==> config.mk <==
export PLATFORM = sky130hd
export DESIGN_NAME = naive_substring_search_core_flat
export DESIGN_NICKNAME = d
export VERILOG_FILES = /design/src/rtl/core/nss_pkg.sv /design/src/rtl/core/nss_if.sv /design/src/rtl/core/naive_substring_search_core.sv /design/src/flat_wrapper.sv
export SDC_FILE = /design/constraint.sdc
export NUM_CORES = 2
export LEC_CHECK = 0
export ABC_AREA = 1
export BUFFER_PORTS_ARGS = -buffer_cell sky130_fd_sc_hd__buf_2
export CORE_ASPECT_RATIO = 1.75
export CORE_MARGIN = 1
export CORE_UTILIZATION = 50
export DETAILED_ROUTE_END_ITERATION = 10
export PLACE_DENSITY = 0.64
export SYNTH_ARGS = -nofsm -noshare
export SYNTH_HDL_FRONTEND = slang
export SYNTH_SLANG_ARGS = --single-unit
==> constraint.sdc <==
create_clock -name clk -period 6.1 [get_ports clk]
set_input_delay 1.22 -clock clk [delete_from_list [all_inputs] [get_ports clk]]
set_output_delay 1.22 -clock clk [all_outputs]
set_load 0.02 [all_outputs]
==> src/rtl/core/nss_pkg.sv <==
// Package for the brute-force substring search core.
// Holds the field widths and request operation codes. It depends on nothing.
package nss_pkg;

  localparam int OP_W   = 2;
  localparam int BYTE_W = 8;
  localparam int POS_W  = 9;

  typedef logic [OP_W-1:0]   op_t;
  typedef logic [BYTE_W-1:0] byte_t;
  typedef logic [POS_W-1:0]  pos_t;

  // Request operation codes. Code 3 is unused and ignored.
  localparam op_t OP_LOAD_TEXT    = 2'd0;
  localparam op_t OP_LOAD_PATTERN = 2'd1;
  localparam op_t OP_SEARCH       = 2'd2;

endpackage

==> src/rtl/core/nss_if.sv <==
// Handshake channels of the substring search core: request and result.
// Depends on nss_pkg for the payload types.
interface nss_in_if;
  import nss_pkg::*;
  logic  valid;
  logic  ready;
  op_t   op;
  byte_t data_byte;
  logic  first;
  pos_t  start_pos;

  modport source (output valid, output op, output data_byte, output first,
                  output start_pos, input ready);
  modport sink   (input valid, input op, input data_byte, input first,
                  input start_pos, output ready);
endinterface

interface nss_out_if;
  import nss_pkg::*;
  logic valid;
  logic ready;
  logic found;
  pos_t match_pos;

  modport source (output valid, output found, output match_pos, input ready);
  modport sink   (input valid, input found, input match_pos, output ready);
endinterface

==> src/rtl/core/naive_substring_search_core.sv <==
// Top level of the brute-force substring search core.
// Depends on nss_pkg and on the nss_in_if / nss_out_if channel interfaces.
// Holds the text and pattern memories and the search sequencer.

// A load request (text or pattern byte) is taken whenever the sequencer is
// idle, and loads may follow each other every cycle while it stays idle, also
// while a search result waits at the output. A search request holds the
// request channel until its result enters the result register. A window that
// does not fit in the text ends the search with a miss at its fit check. For a
// window that fits, the fit check state S_CHECK also issues the registered
// read of the first text and pattern bytes, so S_CMP compares them next, and
// every later byte passes S_READ for the read and S_CMP for the compare. A
// window stops at its first differing byte. The result register then frees
// the sequencer as soon as the previous result is taken.
module naive_substring_search_core #(
  parameter int TEXT_DEPTH    = 256,
  parameter int PATTERN_DEPTH = 32
) (
  input  logic clk,
  input  logic rst_n,
  nss_in_if.sink    in_ch,
  nss_out_if.source out_ch
);
  import nss_pkg::*;

  localparam int TCW = $clog2(TEXT_DEPTH + 1);
  localparam int TAW = $clog2(TEXT_DEPTH);
  localparam int PCW = $clog2(PATTERN_DEPTH + 1);
  localparam int PAW = (PATTERN_DEPTH > 1) ? $clog2(PATTERN_DEPTH) : 1;
  localparam int PW  = ((TCW > POS_W) ? TCW : POS_W) + 1;
  localparam int SW  = ((PW > PCW) ? PW : PCW) + 1;

  typedef enum logic [2:0] {S_IDLE, S_CHECK, S_READ, S_CMP, S_FINISH} state_t;

  state_t         state_r;
  logic [TCW-1:0] text_count_r;
  logic [PCW-1:0] pat_count_r;
  logic [PW-1:0]  pos0_r;
  logic [PCW-1:0] k_r;
  logic           res_found_r;
  pos_t           res_pos_r;
  logic           out_valid_r;
  logic           out_found_r;
  pos_t           out_pos_r;

  byte_t text_mem [TEXT_DEPTH];
  byte_t pat_mem  [PATTERN_DEPTH];
  byte_t text_q;
  byte_t pat_q;

  logic           accept;
  logic           text_wr;
  logic           pat_wr;
  logic [TAW-1:0] text_waddr;
  logic [PAW-1:0] pat_waddr;
  logic [TAW-1:0] text_raddr;
  logic [PAW-1:0] pat_raddr;
  logic [SW-1:0]  win_end;
  logic           win_fits;
  logic           last_byte;
  logic           search_empty;
  logic [PW-1:0]  start0;

  // Request channel is open whenever the sequencer is idle.
  assign in_ch.ready = (state_r == S_IDLE);
  assign accept      = in_ch.valid && in_ch.ready;

  // Load addressing: a first byte restarts the string at entry zero.
  assign text_waddr = in_ch.first ? '0 : TAW'(text_count_r);
  assign pat_waddr  = in_ch.first ? '0 : PAW'(pat_count_r);
  assign text_wr = accept && (in_ch.op == OP_LOAD_TEXT) &&
                   (in_ch.first || (SW'(text_count_r) < SW'(TEXT_DEPTH)));
  assign pat_wr  = accept && (in_ch.op == OP_LOAD_PATTERN) &&
                   (in_ch.first || (SW'(pat_count_r) < SW'(PATTERN_DEPTH)));

  // Search datapath: one address add, one window fit compare.
  assign text_raddr   = TAW'(SW'(pos0_r) + SW'(k_r));
  assign pat_raddr    = PAW'(k_r);
  assign win_end      = SW'(pos0_r) + SW'(pat_count_r);
  assign win_fits     = (win_end <= SW'(text_count_r));
  assign last_byte    = ((SW'(k_r) + SW'(1)) == SW'(pat_count_r));
  assign search_empty = (pat_count_r == '0) ||
                        (SW'(pat_count_r) > SW'(text_count_r));
  assign start0       = (in_ch.start_pos == '0) ? '0 :
                        (PW'(in_ch.start_pos) - PW'(1));

  // Text memory: one write port for loads, one registered read port.
  always_ff @(posedge clk) begin
    if (text_wr) begin
      text_mem[text_waddr] <= in_ch.data_byte;
    end
    text_q <= text_mem[text_raddr];
  end

  // Pattern memory: same arrangement.
  always_ff @(posedge clk) begin
    if (pat_wr) begin
      pat_mem[pat_waddr] <= in_ch.data_byte;
    end
    pat_q <= pat_mem[pat_raddr];
  end

  // Sequencer, string counts and the result register.
  always_ff @(posedge clk) begin
    if (!rst_n) begin
      state_r      <= S_IDLE;
      text_count_r <= '0;
      pat_count_r  <= '0;
      out_valid_r  <= 1'b0;
    end else begin
      if (out_valid_r && out_ch.ready) begin
        out_valid_r <= 1'b0;
      end
      if (text_wr) begin
        text_count_r <= TCW'(SW'(text_waddr) + SW'(1));
      end else if (accept && (in_ch.op == OP_LOAD_TEXT) && in_ch.first) begin
        text_count_r <= TCW'(1);
      end
      if (pat_wr) begin
        pat_count_r <= PCW'(SW'(pat_waddr) + SW'(1));
      end
      unique case (state_r)
        S_IDLE: begin
          if (accept && (in_ch.op == OP_SEARCH)) begin
            pos0_r <= start0;
            k_r    <= '0;
            if (search_empty) begin
              res_found_r <= 1'b0;
              res_pos_r   <= '0;
              state_r     <= S_FINISH;
            end else begin
              state_r <= S_CHECK;
            end
          end
        end
        S_CHECK: begin
          // The read of the window's first byte is issued this cycle.
          if (win_fits) begin
            state_r <= S_CMP;
          end else begin
            res_found_r <= 1'b0;
            res_pos_r   <= '0;
            state_r     <= S_FINISH;
          end
        end
        S_READ: begin
          state_r <= S_CMP;
        end
        S_CMP: begin
          if (text_q == pat_q) begin
            if (last_byte) begin
              res_found_r <= 1'b1;
              res_pos_r   <= POS_W'(SW'(pos0_r) + SW'(1));
              state_r     <= S_FINISH;
            end else begin
              k_r     <= PCW'(SW'(k_r) + SW'(1));
              state_r <= S_READ;
            end
          end else begin
            // Mismatch: slide the window by one and start over.
            pos0_r  <= PW'(SW'(pos0_r) + SW'(1));
            k_r     <= '0;
            state_r <= S_CHECK;
          end
        end
        S_FINISH: begin
          if (!out_valid_r || out_ch.ready) begin
            out_valid_r <= 1'b1;
            out_found_r <= res_found_r;
            out_pos_r   <= res_pos_r;
            state_r     <= S_IDLE;
          end
        end
        default: begin
          state_r <= S_IDLE;
        end
      endcase
    end
  end

  assign out_ch.valid     = out_valid_r;
  assign out_ch.found     = out_found_r;
  assign out_ch.match_pos = out_pos_r;

  // An empty pattern search goes straight to the result stage.
  a_empty_finish: assert property (@(posedge clk) disable iff (!rst_n)
    (accept && (in_ch.op == OP_SEARCH) && (pat_count_r == '0)) |=>
      (state_r == S_FINISH))
    else $error("empty pattern search did not finish at once");

  // A compare only happens inside a window that fits in the text.
  a_cmp_fits: assert property (@(posedge clk) disable iff (!rst_n)
    (state_r == S_CMP) |-> (win_fits && (SW'(k_r) < SW'(pat_count_r))))
    else $error("compare outside the text window");

  // String counts never pass their memory depth.
  a_counts: assert property (@(posedge clk) disable iff (!rst_n)
    (SW'(text_count_r) <= SW'(TEXT_DEPTH)) &&
    (SW'(pat_count_r) <= SW'(PATTERN_DEPTH)))
    else $error("string count beyond depth");

  // A miss always reports position zero.
  a_miss_zero: assert property (@(posedge clk) disable iff (!rst_n)
    (out_valid_r && !out_found_r) |-> (out_pos_r == '0))
    else $error("miss with nonzero position");

  // A result is never overwritten before it is taken.
  a_no_overwrite: assert property (@(posedge clk) disable iff (!rst_n)
    (out_valid_r && !out_ch.ready) |=> (out_valid_r && $stable(out_pos_r)))
    else $error("pending result lost");

endmodule

==> src/flat_wrapper.sv <==
// flat-port wrapper written by rule: the top's interface ports become plain ports
module naive_substring_search_core_flat import nss_pkg::*;
#(
  parameter int TEXT_DEPTH    = 256,
  parameter int PATTERN_DEPTH = 32
)
  (clk, rst_n, in_ch_valid, in_ch_op, in_ch_data_byte, in_ch_first, in_ch_start_pos, in_ch_ready, out_ch_valid, out_ch_found, out_ch_match_pos, out_ch_ready);
  nss_in_if in_ch_i ();
  nss_out_if out_ch_i ();
  input  logic clk;
  input  logic rst_n;
  input wire logic [$bits(in_ch_i.valid)-1:0] in_ch_valid;
  input wire logic [$bits(in_ch_i.op)-1:0] in_ch_op;
  input wire logic [$bits(in_ch_i.data_byte)-1:0] in_ch_data_byte;
  input wire logic [$bits(in_ch_i.first)-1:0] in_ch_first;
  input wire logic [$bits(in_ch_i.start_pos)-1:0] in_ch_start_pos;
  output wire logic [$bits(in_ch_i.ready)-1:0] in_ch_ready;
  output wire logic [$bits(out_ch_i.valid)-1:0] out_ch_valid;
  output wire logic [$bits(out_ch_i.found)-1:0] out_ch_found;
  output wire logic [$bits(out_ch_i.match_pos)-1:0] out_ch_match_pos;
  input wire logic [$bits(out_ch_i.ready)-1:0] out_ch_ready;
  assign in_ch_i.valid = in_ch_valid;
  assign in_ch_i.op = in_ch_op;
  assign in_ch_i.data_byte = in_ch_data_byte;
  assign in_ch_i.first = in_ch_first;
  assign in_ch_i.start_pos = in_ch_start_pos;
  assign in_ch_ready = in_ch_i.ready;
  assign out_ch_valid = out_ch_i.valid;
  assign out_ch_found = out_ch_i.found;
  assign out_ch_match_pos = out_ch_i.match_pos;
  assign out_ch_i.ready = out_ch_ready;
  naive_substring_search_core #(.TEXT_DEPTH(TEXT_DEPTH), .PATTERN_DEPTH(PATTERN_DEPTH)) u_core (.clk(clk), .rst_n(rst_n), .in_ch(in_ch_i), .out_ch(out_ch_i));
endmodule
==> results.toml <==
[global_routing]
met1_usage_pct = 31.0
antenna_found_initial = 7
overflow = 0
grt_max_degree = 173
grt_usage_pct = 27.8
grt_use_met2_pct = 49.3
grt_pass1_vias = 67200
grt_pass1_wl_um = 418000
busiest_layer = "met2"
met3_usage_pct = 3.02

[clock_network]
hold_buffers = 0
clk_pin_slew_ns = 0.06
cts_buffers = 211
cts_setup_buffers = 0
clock_sinks = 2375
cts_resized = 0
h-tree-depth = 4
clockBufferDepth = 4
root_buffer = "clkbuf_16"
cts_tree = "yes"
clk_latency_ns = 0.86

[timing]
max_clock_freq_ghz = 0.231
period_share_pct = 70.9
tightest_slew_ns = 1.33
hold_viol = 0
worst_slack_ns = 1.77
finalMaxSlewViolations = 0
slew_headroom_pct = 11.2
rsz0062_at_grt = "no"
finalSetupTns_ns = 0
setup_viol = 0
min_period_ns = 4.33
skew_ns = 0.0301

[setup_path]
critPathRequiredTime_ns = 6.90
arrival_ns = 5.13
start_kind = "flip-flop"
critPathMaxFanout = 112
crit_path_end_kind = "flip-flop"
path_class = "flip-flop to flip-flop"

[run_status]
outcome = "complete, no violations"

[place]
dp_cells = 11700
hpwl_um = 175000
dp_slack_ns = 1.53
gp_congestion = 0.939
io_buffers = 35

[flow_run]
max_cap_violations = 0

[pwr]
power.total_uw = 36100
power_density_mw_per_mm2 = 327
peakVddDrop_uv = 345
p_leak_uw = 0.0412

[die]
die_w_um = 342
dieHeight_um = 596
core_area_mm2 = 0.200
die_area_mm2 = 0.204
num_io_pins = 36
start_util_pct = 50.4
rows = 217

[routing]
first_pass_iters = 8
routedWlPerCell_um = 23.6
wirelength_um = 285000
viasPerCell = 5.59
first_iter_violations = 6547
vias = 67600
drtAntennaViolNets = 0
drc = 0

[synth]
synth_area_per_cell_um2 = 10.7
synthArstFlopShare_pct = 0
synth_top_cell_area_share_pct = 69.7
synth_seq_cells = 2375
synth_area_mm2 = 0.101
yosysSeqAreaShare_pct = 70.4
synth.area.top_cells = "edfxtp_1 70%, nand2_1 11%, nor2_1 5.0%"
synth.most_common_cell = "nand2_1"
synthTopCellsByCount = "3,002 x nand2_1, 2,340 x edfxtp_1, 1,335 x nor2_1, 724 x nand3_1, 586 x o21ai_0"
synthFlopType = "edfxtp_1"
yosys.area.top_type = "edfxtp_1"
synth_cell_types = 41
syn_inst = 9457
syn-num-nets = 9521
yosysWarnings = 0
synth_edf_count = 2340

[cells_and_area]
area_delta_synth_final_pct = 9.35
instances_no_fill = 12100
layout.nets = 9364
drive_gt1_share_pct = 5.12
final_util_pct = 55.1

[hold_path]
hp-class = "flip-flop to flip-flop"
## cell families (layout without fill, tap and decap cells)
group,after synthesis,after routing,share of synthesized area (%)
AND/OR/NAND/NOR,5095,5095,20.0
adder cells (fa/ha/maj),40,40,0.511
AO/OA/AOI/OAI,852,852,4.48
buffers and inverters,1067,1078,4.41
XOR/XNOR,28,28,0.258
flip-flops,2375,2375,70.4
other,0,6,0
## routing by layer
| layer | share of wire, % | up-vias |
|---|---|---|
| met5 | 0.0077 | - |
| met4 | 8.1 | 4 |
| met1 | 35 | 32800 |
| met3 | 5.7 | 786 |
| li1 | - | 31400 |
| met2 | 51 | 2620 |
## flip-flops by register name, indices dropped and copies added, names as in the netlist
name / cells
u_core.pos0_r: 10
u_core.res_pos_r: 9
u_core.out_ch.valid: 1
u_core.pat_q: 8
u_core.text_count_r: 9
u_core.pat_mem: 256
u_core.state_r: 3
u_core.res_found_r: 1
u_core.out_ch.found: 1
u_core.text_q: 8
u_core.pat_count_r: 6
u_core.out_ch.match_pos: 9
u_core.text_mem: 2048
u_core.k_r: 6
## stage by stage
step	hold WS [ns]	cell area, µm²
after floorplan	0.400	101000
after global placement	0.404	103000
after detailed placement	0.407	103000
after CTS	0.419	110000
after global routing	0.421	110000
final	0.418	110000
## report_power, final
part	leakage, µW	switching, µW	total (µW)	internal [µW]
sequential	0.0213	80.2	18000	18000
clock	0.00331	5880	13500	7590
combinational	0.0166	3440	4580	1140
total	0.0412	9400	36100	26700
## path summary, 6_finish.rpt
| path | from | to | slack, ns | cells after the start |
|---|---|---|---|---|
| worst max-delay path | u_core.pos0_r[0]$_DFFE_PP_ | u_core.text_q[1]$_DFF_P_ | 1.77 | 15 |
| worst min-delay path | u_core.res_pos_r[6]$_SDFFCE_PN0P_ | u_core.out_ch.match_pos[6]$_DFFE_PP_ | 0.42 | 0 |
| worst max register to register | u_core.pos0_r[0]$_DFFE_PP_ | u_core.text_q[1]$_DFF_P_ | 1.77 | 15 |
| worst min register to register | u_core.res_pos_r[6]$_SDFFCE_PN0P_ | u_core.out_ch.match_pos[6]$_DFFE_PP_ | 0.42 | 0 |
## placed cells by master, fill, tap and decap left out, types with 5 or more instances in the layout
master         n
a21oi_1       36
a31oi_1       10
a32oi_1        7
buf_12        35
buf_2         27
buf_4         83
buf_8          8
bufinv_16     27
clkbuf_1      33
clkbuf_16    215
clkinv_1      49
clkinv_2      28
clkinv_4       8
clkinvlp_4    18
dfxtp_1       35
diode_2        6
edfxtp_1    2340
ha_1          37
inv_1        534
inv_6          6
nand2_1     2999
nand2_2        8
nand3_1      724
nand4_1        7
nor2_1      1335
nor3_1        11
o21ai_0      586
o21ai_1      132
o221ai_1      40
o22ai_1       29
xnor2_1        5
xor2_1        20
## cell type report
| type | instances | area [µm²] |
|---|---|---|
| fill | 16900 | 89800 |
| sequential | 2375 | 71000 |
| multi-input combinational | 6015 | 25500 |
| clock buffer | 248 | 5500 |
| tap | 2628 | 3290 |
| inverter | 544 | 2070 |
| timing repair buffer | 153 | 1580 |
| clock inverter | 133 | 1380 |
| antenna | 6 | 15.0 |
## worst max-delay path, stage by stage, from the launching register on
cell      delay [ns]
edfxtp_1        0.54
ha_4            0.24
fa_4            0.78
inv_8           0.61
buf_4           0.45
buf_4           0.35
o21ai_0         0.17
o21ai_1         0.22
nand2_1         0.09
nand3_1         0.10
nand3_1         0.11
nand3_1         0.11
nand3_1         0.12
nand2_1         0.08
nand2_1         0.05
nand2_1         0.10
(Power assumes the default switching activity.)
